[src/sv/mpd_pkg.sv]
// Package for the marker packet deframer: types, codes and defaults.
`default_nettype none
package mpd_pkg;

  // Default build values
  localparam int MPD_MAX_PACKET = 20;
  localparam int MPD_IDLE_TICKS = 250;

  // Start marker byte '!'
  localparam logic [7:0] START_MARK = 8'h21;

  // Input command codes
  localparam logic CMD_BYTE = 1'b0;
  localparam logic CMD_TICK = 1'b1;

  // Result status codes
  typedef enum logic [1:0] {
    STS_GOOD     = 2'd0,
    STS_NO_START = 2'd1,
    STS_BAD_SUM  = 2'd2
  } status_t;

  // Configuration register indexes
  typedef enum logic [2:0] {
    REG_STOP_TYPE    = 3'd0,
    REG_STOP_LEN     = 3'd1,
    REG_CONTROL_TYPE = 3'd2,
    REG_CONTROL_LEN  = 3'd3,
    REG_KEY_TYPE     = 3'd4,
    REG_KEY_LEN      = 3'd5,
    REG_SPEED_TYPE   = 3'd6,
    REG_SPEED_LEN    = 3'd7
  } reg_idx_t;

  // Register reset values
  localparam logic [7:0] RST_STOP_TYPE    = 8'd83;
  localparam logic [7:0] RST_CONTROL_TYPE = 8'd67;
  localparam logic [7:0] RST_KEY_TYPE     = 8'd75;
  localparam logic [7:0] RST_SPEED_TYPE   = 8'd86;
  localparam logic [4:0] RST_LEN          = 5'd20;

  // Configuration register file contents
  typedef struct packed {
    logic [7:0] stop_type;
    logic [4:0] stop_len;
    logic [7:0] control_type;
    logic [4:0] control_len;
    logic [7:0] key_type;
    logic [4:0] key_len;
    logic [7:0] speed_type;
    logic [4:0] speed_len;
  } cfg_regs_t;

  // Controller to datapath commands
  typedef struct packed {
    logic accept;     // input request taken this cycle
    logic load_err;   // load the error result into the output register
    logic load_good;  // load the current packet byte and step the read index
    logic clear;      // packet finished, return to empty
  } dp_cmd_t;

  // Datapath to controller status
  typedef struct packed {
    logic done;       // the offered request completes the packet
    logic bad;        // the held packet failed its checks
    logic out_free;   // output register can take a result this cycle
    logic last_idx;   // read index is at the final byte
  } dp_sts_t;

endpackage
`default_nettype wire

[src/sv/mpd_in_if.sv]
// Input channel: received bytes and millisecond ticks.
`default_nettype none
interface mpd_in_if;
  logic       valid;
  logic       ready;
  logic       cmd;
  logic [7:0] rx_byte;

  modport source (output valid, output cmd, output rx_byte, input ready);
  modport sink   (input valid, input cmd, input rx_byte, output ready);
endinterface
`default_nettype wire

[src/sv/mpd_out_if.sv]
// Result channel: packet bytes or a single error result.
`default_nettype none
interface mpd_out_if;
  logic       valid;
  logic       ready;
  logic [1:0] status;
  logic [7:0] data_byte;
  logic [4:0] position;
  logic [4:0] packet_length;
  logic       last;

  modport source (output valid, output status, output data_byte, output position,
                  output packet_length, output last, input ready);
  modport sink   (input valid, input status, input data_byte, input position,
                  input packet_length, input last, output ready);
endinterface
`default_nettype wire

[src/sv/mpd_cfg_regs.sv]
// Configuration register file for packet type codes and lengths.
`default_nettype none
module mpd_cfg_regs
  import mpd_pkg::*;
(
  input  wire logic       clk,
  input  wire logic       rst_n,
  input  wire logic       cfg_we,
  input  wire logic [2:0] cfg_idx,
  input  wire logic [7:0] cfg_wdata,
  output cfg_regs_t       cfg_o
);

  cfg_regs_t regs_r, regs_nxt;

  // Register decode; lengths keep the low five bits
  always_comb begin
    regs_nxt = regs_r;
    if (cfg_we) begin
      unique case (reg_idx_t'(cfg_idx))
        REG_STOP_TYPE:    regs_nxt.stop_type    = cfg_wdata;
        REG_STOP_LEN:     regs_nxt.stop_len     = cfg_wdata[4:0];
        REG_CONTROL_TYPE: regs_nxt.control_type = cfg_wdata;
        REG_CONTROL_LEN:  regs_nxt.control_len  = cfg_wdata[4:0];
        REG_KEY_TYPE:     regs_nxt.key_type     = cfg_wdata;
        REG_KEY_LEN:      regs_nxt.key_len      = cfg_wdata[4:0];
        REG_SPEED_TYPE:   regs_nxt.speed_type   = cfg_wdata;
        REG_SPEED_LEN:    regs_nxt.speed_len    = cfg_wdata[4:0];
        default:          regs_nxt = regs_r;
      endcase
    end
  end

  always_ff @(posedge clk) begin
    if (!rst_n) begin
      regs_r.stop_type    <= RST_STOP_TYPE;
      regs_r.stop_len     <= RST_LEN;
      regs_r.control_type <= RST_CONTROL_TYPE;
      regs_r.control_len  <= RST_LEN;
      regs_r.key_type     <= RST_KEY_TYPE;
      regs_r.key_len      <= RST_LEN;
      regs_r.speed_type   <= RST_SPEED_TYPE;
      regs_r.speed_len    <= RST_LEN;
    end else begin
      regs_r <= regs_nxt;
    end
  end

  assign cfg_o = regs_r;

endmodule
`default_nettype wire

[src/sv/mpd_datapath.sv]
// Datapath: packet store, running sum, counters, checks and output register.
`default_nettype none
module mpd_datapath
  import mpd_pkg::*;
#(
  parameter int MAX_PACKET = MPD_MAX_PACKET,
  parameter int IDLE_TICKS = MPD_IDLE_TICKS
) (
  input  wire logic       clk,
  input  wire logic       rst_n,
  input  wire cfg_regs_t  cfg_i,
  input  wire logic       in_cmd,
  input  wire logic [7:0] in_rx_byte,
  input  wire dp_cmd_t    cmd_i,
  output dp_sts_t         sts_o,
  input  wire logic       out_ready,
  output logic            out_valid,
  output logic [1:0]      out_status,
  output logic [7:0]      out_data_byte,
  output logic [4:0]      out_position,
  output logic [4:0]      out_packet_length,
  output logic            out_last
);

  localparam int CW = $clog2(MAX_PACKET + 1);
  localparam int IW = $clog2(MAX_PACKET);
  localparam int LW = (CW > 5) ? CW : 5;

  // Packet state
  logic [CW-1:0] count_r, count_nxt;
  logic [7:0]    sum_r, sum_nxt;
  logic [7:0]    type_r, type_nxt;
  logic [7:0]    timer_r, timer_nxt;
  logic [7:0]    last_r, last_nxt;
  logic          start_ok_r, start_ok_nxt;
  logic [IW-1:0] rd_idx_r, rd_idx_nxt;

  logic [7:0]    store_mem [MAX_PACKET];
  logic [7:0]    rd_data_r;

  logic          out_valid_r, out_valid_nxt;
  logic [1:0]    status_r;
  logic [7:0]    data_r;
  logic [4:0]    pos_r;
  logic [4:0]    len_r;
  logic          last_flag_r;

  // Next-packet values for a byte request
  logic          is_mark;
  logic [CW-1:0] base_cnt;
  logic [CW-1:0] cnt_inc;
  logic [7:0]    base_sum;
  logic [7:0]    base_type;
  logic [7:0]    type_inc;
  logic [7:0]    timer_inc;
  logic          type_done;
  logic          len_done;
  logic          tick_done;
  logic [7:0]    sum_before;
  status_t       chk_status;

  assign is_mark   = (in_rx_byte == START_MARK);
  assign base_cnt  = is_mark ? '0 : count_r;
  assign base_sum  = is_mark ? 8'd0 : sum_r;
  assign base_type = is_mark ? 8'd0 : type_r;
  assign cnt_inc   = base_cnt + CW'(1);
  assign type_inc  = (base_cnt == CW'(1)) ? in_rx_byte : base_type;
  assign timer_inc = timer_r + 8'd1;

  // Completion by type length, by maximum length, or by idle timeout
  always_comb begin
    type_done = (cnt_inc >= CW'(2)) && (
      ((type_inc == cfg_i.stop_type)    && (LW'(cnt_inc) == LW'(cfg_i.stop_len))) ||
      ((type_inc == cfg_i.control_type) && (LW'(cnt_inc) == LW'(cfg_i.control_len))) ||
      ((type_inc == cfg_i.key_type)     && (LW'(cnt_inc) == LW'(cfg_i.key_len))) ||
      ((type_inc == cfg_i.speed_type)   && (LW'(cnt_inc) == LW'(cfg_i.speed_len))));
    len_done  = (cnt_inc == CW'(MAX_PACKET));
    tick_done = (count_r != '0) && (timer_inc >= 8'(IDLE_TICKS));
  end

  // Start marker and inverted-sum check on the held packet
  assign sum_before = sum_r - last_r;
  always_comb begin
    if (!start_ok_r) begin
      chk_status = STS_NO_START;
    end else if (~sum_before != last_r) begin
      chk_status = STS_BAD_SUM;
    end else begin
      chk_status = STS_GOOD;
    end
  end

  // Packet state update
  always_comb begin
    count_nxt    = count_r;
    sum_nxt      = sum_r;
    type_nxt     = type_r;
    timer_nxt    = timer_r;
    last_nxt     = last_r;
    start_ok_nxt = start_ok_r;
    rd_idx_nxt   = rd_idx_r;
    if (cmd_i.accept) begin
      if (in_cmd == CMD_BYTE) begin
        count_nxt    = cnt_inc;
        sum_nxt      = base_sum + in_rx_byte;
        type_nxt     = type_inc;
        timer_nxt    = 8'd0;
        last_nxt     = in_rx_byte;
        start_ok_nxt = (base_cnt == '0) ? is_mark : start_ok_r;
      end else if (count_r != '0) begin
        timer_nxt = timer_inc;
      end
    end
    if (cmd_i.load_good) begin
      rd_idx_nxt = rd_idx_r + IW'(1);
    end
    if (cmd_i.clear) begin
      count_nxt  = '0;
      sum_nxt    = 8'd0;
      type_nxt   = 8'd0;
      timer_nxt  = 8'd0;
      rd_idx_nxt = '0;
    end
  end

  always_ff @(posedge clk) begin
    if (!rst_n) begin
      count_r    <= '0;
      sum_r      <= 8'd0;
      type_r     <= 8'd0;
      timer_r    <= 8'd0;
      last_r     <= 8'd0;
      start_ok_r <= 1'b0;
      rd_idx_r   <= '0;
    end else begin
      count_r    <= count_nxt;
      sum_r      <= sum_nxt;
      type_r     <= type_nxt;
      timer_r    <= timer_nxt;
      last_r     <= last_nxt;
      start_ok_r <= start_ok_nxt;
      rd_idx_r   <= rd_idx_nxt;
    end
  end

  // Packet store: one write port, one registered read port
  always_ff @(posedge clk) begin
    if (cmd_i.accept && (in_cmd == CMD_BYTE)) begin
      store_mem[base_cnt[IW-1:0]] <= in_rx_byte;
    end
    rd_data_r <= store_mem[rd_idx_r];
  end

  // Output register
  assign out_valid_nxt = (cmd_i.load_err || cmd_i.load_good) ? 1'b1 :
                         (out_ready ? 1'b0 : out_valid_r);

  always_ff @(posedge clk) begin
    if (!rst_n) begin
      out_valid_r <= 1'b0;
    end else begin
      out_valid_r <= out_valid_nxt;
    end
  end

  always_ff @(posedge clk) begin
    if (cmd_i.load_err) begin
      status_r    <= chk_status;
      data_r      <= 8'd0;
      pos_r       <= 5'd0;
      len_r       <= 5'(count_r);
      last_flag_r <= 1'b1;
    end else if (cmd_i.load_good) begin
      status_r    <= STS_GOOD;
      data_r      <= rd_data_r;
      pos_r       <= 5'(rd_idx_r);
      len_r       <= 5'(count_r);
      last_flag_r <= sts_o.last_idx;
    end
  end

  assign out_valid         = out_valid_r;
  assign out_status        = status_r;
  assign out_data_byte     = data_r;
  assign out_position      = pos_r;
  assign out_packet_length = len_r;
  assign out_last          = last_flag_r;

  // Status toward the controller
  always_comb begin
    sts_o.done     = (in_cmd == CMD_BYTE) ? (len_done || type_done) : tick_done;
    sts_o.bad      = (chk_status != STS_GOOD);
    sts_o.out_free = !out_valid_r || out_ready;
    sts_o.last_idx = ((CW'(rd_idx_r) + CW'(1)) == count_r);
  end

endmodule
`default_nettype wire

[src/sv/mpd_ctrl.sv]
// Controller state machine: collect, check, and read out a finished packet.
`default_nettype none
module mpd_ctrl
  import mpd_pkg::*;
(
  input  wire logic    clk,
  input  wire logic    rst_n,
  input  wire logic    in_valid,
  output logic         in_ready,
  input  wire dp_sts_t sts_i,
  output dp_cmd_t      cmd_o
);

  typedef enum logic [3:0] {
    S_COLLECT = 4'b0001,
    S_FINISH  = 4'b0010,
    S_EMIT_RD = 4'b0100,
    S_EMIT_WR = 4'b1000
  } state_t;

  state_t state_r, state_nxt;

  // Next state and commands
  always_comb begin
    state_nxt = state_r;
    in_ready  = 1'b0;
    cmd_o     = '0;
    unique case (state_r)
      S_COLLECT: begin
        in_ready     = 1'b1;
        cmd_o.accept = in_valid;
        if (in_valid && sts_i.done) begin
          state_nxt = S_FINISH;
        end
      end
      S_FINISH: begin
        if (!sts_i.bad) begin
          state_nxt = S_EMIT_RD;
        end else if (sts_i.out_free) begin
          cmd_o.load_err = 1'b1;
          cmd_o.clear    = 1'b1;
          state_nxt      = S_COLLECT;
        end
      end
      // store read data is registered, so it lands in the cycle after the index settles
      S_EMIT_RD: begin
        state_nxt = S_EMIT_WR;
      end
      S_EMIT_WR: begin
        if (sts_i.out_free) begin
          cmd_o.load_good = 1'b1;
          if (sts_i.last_idx) begin
            cmd_o.clear = 1'b1;
            state_nxt   = S_COLLECT;
          end else begin
            state_nxt = S_EMIT_RD;
          end
        end
      end
      default: state_nxt = S_COLLECT;
    endcase
  end

  always_ff @(posedge clk) begin
    if (!rst_n) begin
      state_r <= S_COLLECT;
    end else begin
      state_r <= state_nxt;
    end
  end

endmodule
`default_nettype wire

[src/sv/marker_packet_deframer.sv]
// Top level of the marker packet deframer.
`default_nettype none
// Takes one request per cycle (a received byte or a millisecond tick) while a
// packet is being collected; a '!' byte restarts the packet and byte 1 is its
// type. When a packet completes (configured length for its type, MAX_PACKET
// bytes, or IDLE_TICKS ticks without a byte) the input is held off: the start
// marker and inverted-sum checksum are checked, then either one error result
// is loaded, or each packet byte is read from the store and then loaded into
// the output register. The output register lets collection of the next packet
// start while the last result still waits to be taken. Configuration writes
// are registered and take effect in the cycle after the write.
module marker_packet_deframer
  import mpd_pkg::*;
#(
  parameter int MAX_PACKET = MPD_MAX_PACKET,
  parameter int IDLE_TICKS = MPD_IDLE_TICKS
) (
  input  wire logic       clk,
  input  wire logic       rst_n,
  mpd_in_if.sink          in_ch,
  mpd_out_if.source       out_ch,
  input  wire logic       cfg_we,
  input  wire logic [2:0] cfg_idx,
  input  wire logic [7:0] cfg_wdata
);

  cfg_regs_t cfg;
  dp_cmd_t   cmd;
  dp_sts_t   sts;

  mpd_cfg_regs u_cfg (
    .clk       (clk),
    .rst_n     (rst_n),
    .cfg_we    (cfg_we),
    .cfg_idx   (cfg_idx),
    .cfg_wdata (cfg_wdata),
    .cfg_o     (cfg)
  );

  mpd_ctrl u_ctrl (
    .clk      (clk),
    .rst_n    (rst_n),
    .in_valid (in_ch.valid),
    .in_ready (in_ch.ready),
    .sts_i    (sts),
    .cmd_o    (cmd)
  );

  mpd_datapath #(
    .MAX_PACKET (MAX_PACKET),
    .IDLE_TICKS (IDLE_TICKS)
  ) u_dp (
    .clk               (clk),
    .rst_n             (rst_n),
    .cfg_i             (cfg),
    .in_cmd            (in_ch.cmd),
    .in_rx_byte        (in_ch.rx_byte),
    .cmd_i             (cmd),
    .sts_o             (sts),
    .out_ready         (out_ch.ready),
    .out_valid         (out_ch.valid),
    .out_status        (out_ch.status),
    .out_data_byte     (out_ch.data_byte),
    .out_position      (out_ch.position),
    .out_packet_length (out_ch.packet_length),
    .out_last          (out_ch.last)
  );

  // No request is taken while a finished packet is being read out
  a_no_accept_during_load: assert property (@(posedge clk) disable iff (!rst_n)
    cmd.accept |-> !(cmd.load_err || cmd.load_good))
    else $error("request accepted during packet readout");

  // An error result is a single final result with a failing status
  a_err_result: assert property (@(posedge clk) disable iff (!rst_n)
    cmd.load_err |=> (out_ch.valid && out_ch.last && (out_ch.status != STS_GOOD)))
    else $error("error result malformed");

  // Ending a packet always presents its final result
  a_clear_last: assert property (@(posedge clk) disable iff (!rst_n)
    cmd.clear |=> (out_ch.valid && out_ch.last))
    else $error("packet cleared without final result");

endmodule
`default_nettype wire

[src/flat_wrapper.sv]
// flat-port wrapper written by rule: the top's interface ports become plain ports
module marker_packet_deframer_flat import mpd_pkg::*;
#(
  parameter int MAX_PACKET = MPD_MAX_PACKET,
  parameter int IDLE_TICKS = MPD_IDLE_TICKS
)
  (clk, rst_n, cfg_we, cfg_idx, cfg_wdata, in_ch_valid, in_ch_cmd, in_ch_rx_byte, in_ch_ready, out_ch_valid, out_ch_status, out_ch_data_byte, out_ch_position, out_ch_packet_length, out_ch_last, out_ch_ready);
  mpd_in_if in_ch_i ();
  mpd_out_if out_ch_i ();
  input  wire logic clk;
  input  wire logic rst_n;
  input  wire logic cfg_we;
  input  wire logic [2:0] cfg_idx;
  input  wire logic [7:0] cfg_wdata;
  input wire logic [$bits(in_ch_i.valid)-1:0] in_ch_valid;
  input wire logic [$bits(in_ch_i.cmd)-1:0] in_ch_cmd;
  input wire logic [$bits(in_ch_i.rx_byte)-1:0] in_ch_rx_byte;
  output wire logic [$bits(in_ch_i.ready)-1:0] in_ch_ready;
  output wire logic [$bits(out_ch_i.valid)-1:0] out_ch_valid;
  output wire logic [$bits(out_ch_i.status)-1:0] out_ch_status;
  output wire logic [$bits(out_ch_i.data_byte)-1:0] out_ch_data_byte;
  output wire logic [$bits(out_ch_i.position)-1:0] out_ch_position;
  output wire logic [$bits(out_ch_i.packet_length)-1:0] out_ch_packet_length;
  output wire logic [$bits(out_ch_i.last)-1:0] out_ch_last;
  input wire logic [$bits(out_ch_i.ready)-1:0] out_ch_ready;
  assign in_ch_i.valid = in_ch_valid;
  assign in_ch_i.cmd = in_ch_cmd;
  assign in_ch_i.rx_byte = in_ch_rx_byte;
  assign in_ch_ready = in_ch_i.ready;
  assign out_ch_valid = out_ch_i.valid;
  assign out_ch_status = out_ch_i.status;
  assign out_ch_data_byte = out_ch_i.data_byte;
  assign out_ch_position = out_ch_i.position;
  assign out_ch_packet_length = out_ch_i.packet_length;
  assign out_ch_last = out_ch_i.last;
  assign out_ch_i.ready = out_ch_ready;
  marker_packet_deframer #(.MAX_PACKET(MAX_PACKET), .IDLE_TICKS(IDLE_TICKS)) u_core (.clk(clk), .rst_n(rst_n), .in_ch(in_ch_i), .out_ch(out_ch_i), .cfg_we(cfg_we), .cfg_idx(cfg_idx), .cfg_wdata(cfg_wdata));
endmodule
[config.mk]
export PLATFORM = sky130hd
export DESIGN_NAME = marker_packet_deframer_flat
export DESIGN_NICKNAME = d
export VERILOG_FILES = /design/src/sv/mpd_pkg.sv /design/src/sv/mpd_in_if.sv /design/src/sv/mpd_out_if.sv /design/src/sv/mpd_cfg_regs.sv /design/src/sv/mpd_datapath.sv /design/src/sv/mpd_ctrl.sv /design/src/sv/marker_packet_deframer.sv /design/src/flat_wrapper.sv
export SDC_FILE = /design/constraint.sdc
export NUM_CORES = 1
export LEC_CHECK = 0
export BUFFER_PORTS_ARGS = -buffer_cell sky130_fd_sc_hd__buf_4
export CORE_MARGIN = 1
export CORE_UTILIZATION = 45
export CTS_BUF_LIST = sky130_fd_sc_hd__clkbuf_8
export DETAILED_ROUTE_END_ITERATION = 10
export GPL_ROUTABILITY_DRIVEN = 1
export GPL_TIMING_DRIVEN = 0
export HOLD_SLACK_MARGIN = 0.1
export SKIP_CTS_REPAIR_TIMING = 1
export SYNTH_ARGS = -nofsm -noshare
export SYNTH_HDL_FRONTEND = slang
export SYNTH_SLANG_ARGS = --single-unit
[constraint.sdc]
create_clock -name clk -period 3.6 [get_ports clk]
set_input_delay 0.36 -clock clk [delete_from_list [all_inputs] [get_ports clk]]
set_output_delay 0.36 -clock clk [all_outputs]
set_load 0.02 [all_outputs]
### Yosys cells after proc, flatten, opt, wreduce, memory -nomap -nowiden

Memory sizes are Yosys's and may differ from the RTL's. A register that Yosys moved wholly into a read port is not among the register bits.
Index checks and enable logic that the tools add are counted.
W data, S select, Z words.

| cells by class | value |
|---|---|
| add/sub/neg operators | 5 |
| order comparisons | 2 |
| eq/ne operators | 28 |
| mux-type cells | 32 |
| bitwise logic cells | 3 |
| reduce and logical (&&, ||, !) cells | 34 |

Operator list:

| operator | count |
|---|---|
| $mux W8 | 5 |
| $eq A8 B8 Y1 | 4 |
| $eq A5 B5 Y1 | 5 |
| $reduce_and A2 Y1 | 10 |
| $mux W4 | 4 |
| $pmux W4 S4 | 1 |
| $mux W5 | 3 |
| $eq A3 B3 Y1 const B | 4 |
| $mux W1 | 12 |
| $add A5 B1 Y5 const B | 2 |
| $mux W2 | 5 |
| $add A8 B1 Y8 const B | 1 |
| $add A8 B8 Y8 | 1 |
| $eq A8 B6 Y1 const B | 1 |
| $ge A8 B8 Y1 const B | 1 |
| $logic_and A1 B1 Y1 | 8 |
| $ne A8 B8 Y1 | 1 |
| $not A8 Y8 | 1 |
| $sub A8 B8 Y8 | 1 |
| $eq A3 B2 Y1 const B | 2 |
| $logic_or A1 B1 Y1 | 6 |
| $reduce_and A3 Y1 | 2 |
| $reduce_bool A2 Y1 | 3 |
| $eq A5 B1 Y1 const B | 1 |
| 18 further kinds | 20 |

| word-level totals | value |
|---|---|
| flip-flop bits (word level) | 121 |
| bits in writable memories | 160 |
| bits of input ports | 25 |
| output and inout bits | 23 |
| logic and storage cells | 127 |
| memories kept | 1 |

Memory list:

| name | words | width | rd ports | clocked after Yosys merged registers in | write ports | RTL line | text |
|---|---|---|---|---|---|---|---|
| u_core.u_dp.store_mem | 20 | 8 | 1 | 1 | 1 | mpd_datapath.sv:38 | `logic [7:0] store_mem [MAX_PACKET];` |

### Longest topological paths before layout

| depth | value |
|---|---|
| depth in word-level cells | 15 |
| mapped depth | 19 |

### Hierarchy

From an unflattened synthesis, not the netlist that was laid out.

| second synthesis, totals | value |
|---|---|
| cell total of the unflattened synthesis | 1057 |
| area total of the unflattened synthesis | 13347.8 um^2 |

Modules (own cells, without submodules):

| module | times used | cells an instance | area an instance (um^2) | sequential area each (um^2) |
|---|---|---|---|---|
| mpd_datapath | 1 | 829 | 10988.0 | 6316.1 |
| mpd_cfg_regs | 1 | 196 | 2064.5 | 1041.0 |
| mpd_ctrl | 1 | 32 | 295.3 | 80.1 |

### Worst setup path before layout

No wires, ideal clock.

| timing | value |
|---|---|
| path type | input -> register |
| start | input in_ch_rx_byte[7] |
| end | register u_core.u_ctrl.state_r[2] |
| library setup time | 0.120 ns |
| data arrival time | 3.666 ns |
| slack | -0.186 ns |
| cell stages on the path | 18 |
| buffers on the path | 4 |
| cell sequence | buf_6 nor4b_1 nand2_1 clkbuf_1 and2_1 inv_1 ha_1 buf_2 nor4b_4 buf_2 nand2_1 o21ai_1 xor2_1 nor3_1 and4_1 nor4_2 nor3_2 o31a_1 |

| between the ends | value |
|---|---|
| cells in the longest elaborated chain, start to end | 15 |

Ends and longest elaborated chain:

| what | RTL line | text |
|---|---|---|
| from (decl) | flat_wrapper.sv:17 | `input wire logic [$bits(in_ch_i.rx_byte)-1:0] in_ch_rx_byte;` |
| branches (longest 10 deep; another with $add A5 B1 Y5) | - |  |
| $logic_or A1 B1 Y1 (*) | mpd_datapath.sv:191 | `sts_o.done = (in_cmd == CMD_BYTE) ? (len_done \|\| type_done) : tick_done;` |
| $mux W1 (*) | mpd_datapath.sv:191 |  |
| $logic_and A1 B1 Y1 (*) | mpd_ctrl.sv:32 | `if (in_valid && sts_i.done) begin` |
| $ne A2 B2 Y1 (no line) (*) | - |  |
| $reduce_and A3 Y1 (no line) (*) | - |  |
| to (signal assigned) | mpd_ctrl.sv:68 | `state_r <= state_nxt;` |
| to (decl) | mpd_ctrl.sv:21 | `state_t state_r, state_nxt;` |

Mark *: on every way between the ends.
A chain may end at the register's enable or synchronous reset.

### Worst setup path in the final report

| timing | value |
|---|---|
| start | register u_core.u_dp.count_r[0] |
| end | register u_core.u_ctrl.state_r[2] |

RTL lines:

| what | RTL line | text |
|---|---|---|
| from (decl) | mpd_datapath.sv:30 | `logic [CW-1:0] count_r, count_nxt;` |
| from (signal assigned) | mpd_datapath.sv:136 | `count_r <= count_nxt;` |
| $mux W5 (*) | mpd_datapath.sv:63 | `assign base_cnt = is_mark ? '0 : count_r;` |
| $add A5 B1 Y5 (*) | mpd_datapath.sv:66 | `assign cnt_inc = base_cnt + CW'(1);` |
| via u_core.u_dp.cnt_inc[0] | mpd_datapath.sv:51 | `logic [CW-1:0] cnt_inc;` |
| $eq A5 B5 Y1, on equally long branches | mpd_datapath.sv:73, mpd_datapath.sv:74 |  |
| $logic_and A1 B1 Y1, on equally long branches | mpd_datapath.sv:73, mpd_datapath.sv:74 |  |
| $logic_or A1 B1 Y1 | mpd_datapath.sv:73 | `((type_inc == cfg_i.stop_type) && (LW'(cnt_inc) == LW'(cfg_i.stop_len))) \|\|` |
| $logic_or A1 B1 Y1 | mpd_datapath.sv:74 | `((type_inc == cfg_i.control_type) && (LW'(cnt_inc) == LW'(cfg_i.control_len))) \|\|` |
| $logic_or A1 B1 Y1 | mpd_datapath.sv:75 | `((type_inc == cfg_i.key_type) && (LW'(cnt_inc) == LW'(cfg_i.key_len))) \|\|` |
| $logic_and A1 B1 Y1 | mpd_datapath.sv:72 | `type_done = (cnt_inc >= CW'(2)) && (` |
| $logic_or A1 B1 Y1 (*) | mpd_datapath.sv:191 |  |
| $mux W1 (*) | mpd_datapath.sv:191 |  |
| $logic_and A1 B1 Y1 (*) | mpd_ctrl.sv:32 |  |
| $ne A2 B2 Y1 (no line) (*) | - |  |
| $reduce_and A3 Y1 (no line) (*) | - |  |

Mark *: on every way through the listed nets, which the timed path passes. The rest lies on a longest branch. The select of a mux whose other input is x is not followed.

==> results.py <==
metrics = {
    "yosys": {
        "syn_area_per_cell_um2": 11.83,
        "ys_ff_latch": 288,
        "yosysUniqueCellTypes": 75,
        "yosysSeqAreaShare_pct": 56.22,
        "synth_ff_type": "edfxtp_1",
        "synth-warning-count": 0,
        "ys_async_sr_fraction_pct": 0,
        "synth_edf_count": 167,
        "synthesis.area_mm2": 0.01323,
        "postSynthCellCount": 1118,
        "syn_nets": 1167,
    },
    "worst_hold_path": {
        "hold_path.class": "in -> reg",
    },
    "sta": {
        "fin_crit_sh_pct": 96.34,
        "skew_ns": 0.03164,
        "tightestPinTransition_ns": 1.132,
        "hold_slack_ns": 0.1362,
        "fin_ws_ns": 0.1317,
        "setup_violations": 0,
        "post-route-min-period_ns": 3.468,
        "slew-limit-headroom_pct": 24.38,
        "timing.fmax_mhz": 288.3,
        "tns_ns": 0,
        "maxSlewViolCount": 0,
        "hold_viol_final": 0,
    },
    "power": {
        "p_leak_nw": 5.413,
        "peakVddDrop_uv": 288.2,
        "p_per_area_mw_per_mm2": 448.9,
        "power_mw": 6.832,
    },
    "layout": {
        "layout.cells.non_filler": 1635,
        "final_cell_mix": "edfxtp_1 (167), nand2_1 (155), dfxtp_1 (121), nor2_1 (67), clkbuf_8 (56)",
        "seqCellArea_mm2": 0.007437,
        "fin_util_pct": 52.88,
        "nFillCells": 2518,
        "layout_commonest_cell": "edfxtp_1",
        "syn_to_final_growth_pct": 15.06,
        "drive_gt1_share_pct": 16.87,
        "multiInputGateArea_mm2": 0.005643,
        "nNetsFinal": 1266,
        "stdcell_area_mm2": 0.01522,
        "antenna_cells": 0,
    },
    "die": {
        "die_height_um": 173.5,
        "core_mm2": 0.02878,
        "num_rows": 62,
        "die_area_mm2": 0.03008,
        "io_pins": 48,
        "die_w_um": 173.5,
        "floorplan.initialDensity_pct": 45.96,
    },
    "placement": {
        "io_buffers": 38,
        "gp_congestion": 0.8492,
        "dpl_cell_area_mm2": 0.01402,
        "dpl.hpwl_um": 22340,
        "placedCellCount": 1540,
        "place_ws_ns": -1.347,
    },
    "route": {
        "wl_per_cell_um": 20.15,
        "drt-pass1-iter-count": 5,
        "routed_wl_um": 32940,
        "via_per_inst": 5.530,
        "antenna_left": 0,
        "drc_errors": 0,
        "first_iter_violations": 588,
        "vias": 9041,
    },
    "worst_setup_path": {
        "path_max_fanout": 11,
        "end_kind": "register",
        "crit_required_ns": 4.06,
        "critPathSlowestCell": "dfxtp_1",
        "crit_path_max_incr_delay_ns": 0.72,
        "cp.arrival_ns": 3.93,
        "worstSetupPathType": "reg -> reg",
        "worstPathCellList": "o21ai_4 -> inv_1 -> ha_1 -> buf_6 -> nor4b_4 -> buf_6 -> nand2_1 -> nand2_2 -> buf_4 -> xor2_1 -> nor3_1 -> and4_1 -> nor4_4 -> nor3_2 -> o31a_1",
        "cp-start-kind": "register",
        "worst_path_most_repeated_cell": "buf_6",
    },
    "cts": {
        "root_buffer": "clkbuf_8",
        "cts.path.max_buffers": 3,
        "cts_sinks": 288,
        "clkSlewWorstSetupHoldPaths_ns": 0.06,
        "tritoncts": "built",
        "cts_buffers": 50,
        "htreeDepth": 2,
        "insertion_delay_ns": 0.58,
    },
    "global_route": {
        "grt_pass1_wl_um": 50900,
        "antenna_found_initial": 0,
        "grt-busiest-layer": "met2",
        "grt_use_met1_pct": 32.76,
        "grt_max_degree": 28,
        "grt-ovfl-total": 0,
        "use_met2_pct": 33.75,
        "grtUsageMet3_pct": 3.268,
        "grt_pass1_vias": 8756,
        "grt_usage_pct": 22.07,
    },
    "flow_run": {
        "maxCapViolCount": 0,
    },
    "outcome": {
        "status": "completed",
    },
}
per-layer routing:
metal	vias to the layer above	share of wire [%]
met3	53	5.5
met2	254	45
met4	0	2.0
met1	4459	48
met5	-	0
li1	4275	-
flip-flops by register name, summed over array words and instances, names as in the netlist:
signal                         cells
u_core.u_dp.store_mem            160
u_core.u_cfg.cfg_o                52
u_core.u_dp.out_data_byte          8
u_core.u_dp.rd_data_r              8
u_core.u_dp.sum_r                  8
u_core.u_dp.timer_r                8
u_core.u_dp.type_r                 8
u_core.u_dp.last_r                 7
u_core.u_dp.count_r                5
u_core.u_dp.out_packet_length      5
u_core.u_dp.out_position           5
u_core.u_dp.rd_idx_r               5
u_core.u_ctrl.state_r              4
u_core.u_dp.out_status             2
u_core.u_dp.out_last               1
u_core.u_dp.out_valid              1
u_core.u_dp.start_ok_r             1
report_power, final:
part	internal [mW]	leakage, nW	switching (mW)	total, mW
logic	0.212	2.38	0.327	0.539
registers	3.52	2.49	0.0347	3.56
clock network	1.42	0.544	1.32	2.74
total	5.15	5.41	1.68	6.83
cell usage after synthesis, drive strengths merged, types with 23 or more instances:
master  count  area (um^2)
edfxtp    167         5015
nand2     160        600.6
dfxtp     121         2422
nor2       68        271.5
clkbuf     51        191.4
mux4       48         1081
a21oi      47        235.2
o21ai      38        193.9
xnor2      36        315.3
nand3      35        175.2
xor2       32        280.3
a21boi     25        187.7
and2       24        150.1
inv        23        86.33
mux2i      23        230.2
cell type report:
class / instances / share of cell area, %
Buffer: 59 / 1.776
Clock buffer: 56 / 5.064
Clock inverter: 30 / 0.9207
Inverter: 23 / 0.5672
Multi-Input combinational cell: 746 / 37.08
Sequential cell: 288 / 48.87
Tap cell: 384 / 3.157
Timing Repair Buffer: 49 / 2.573
critical path, delay by kind of cell, from the launching register on:
kind / cells / cell delay [ns]
adder cells (fa/ha/maj): 1 / 0.19
flip-flops: 1 / 0.72
buffers and inverters: 4 / 0.68
AND/OR/NAND/NOR: 7 / 1.21
XOR/XNOR: 1 / 0.15
AO/OA/AOI/OAI: 2 / 0.39
worst paths after layout:
| kind | from | to | slack, ns | depth (start not counted) |
|---|---|---|---|---|
| max | u_core.u_dp.count_r[0] | u_core.u_ctrl.state_r[2] | 0.13 | 15 |
| min | in_ch_cmd | u_core.u_dp.timer_r[2] | 0.14 | 3 |
| max reg2reg | u_core.u_dp.count_r[0] | u_core.u_ctrl.state_r[2] | 0.13 | 15 |
| min reg2reg | u_core.u_dp.rd_data_r[5] | u_core.u_dp.out_data_byte[5] | 0.44 | 2 |
logic make-up after synthesis:
group,Yosys count,share of synthesized area (%)
AO/OA/AOI/OAI,173,8.740
XOR/XNOR,68,4.502
adder cells (fa/ha/maj),24,2.384
buffers and inverters,84,2.535
flip-flops,288,56.22
multiplexers,79,10.59
AND/OR/NAND/NOR,402,15.02
Note: power is estimated with default switching activity, not from simulation.
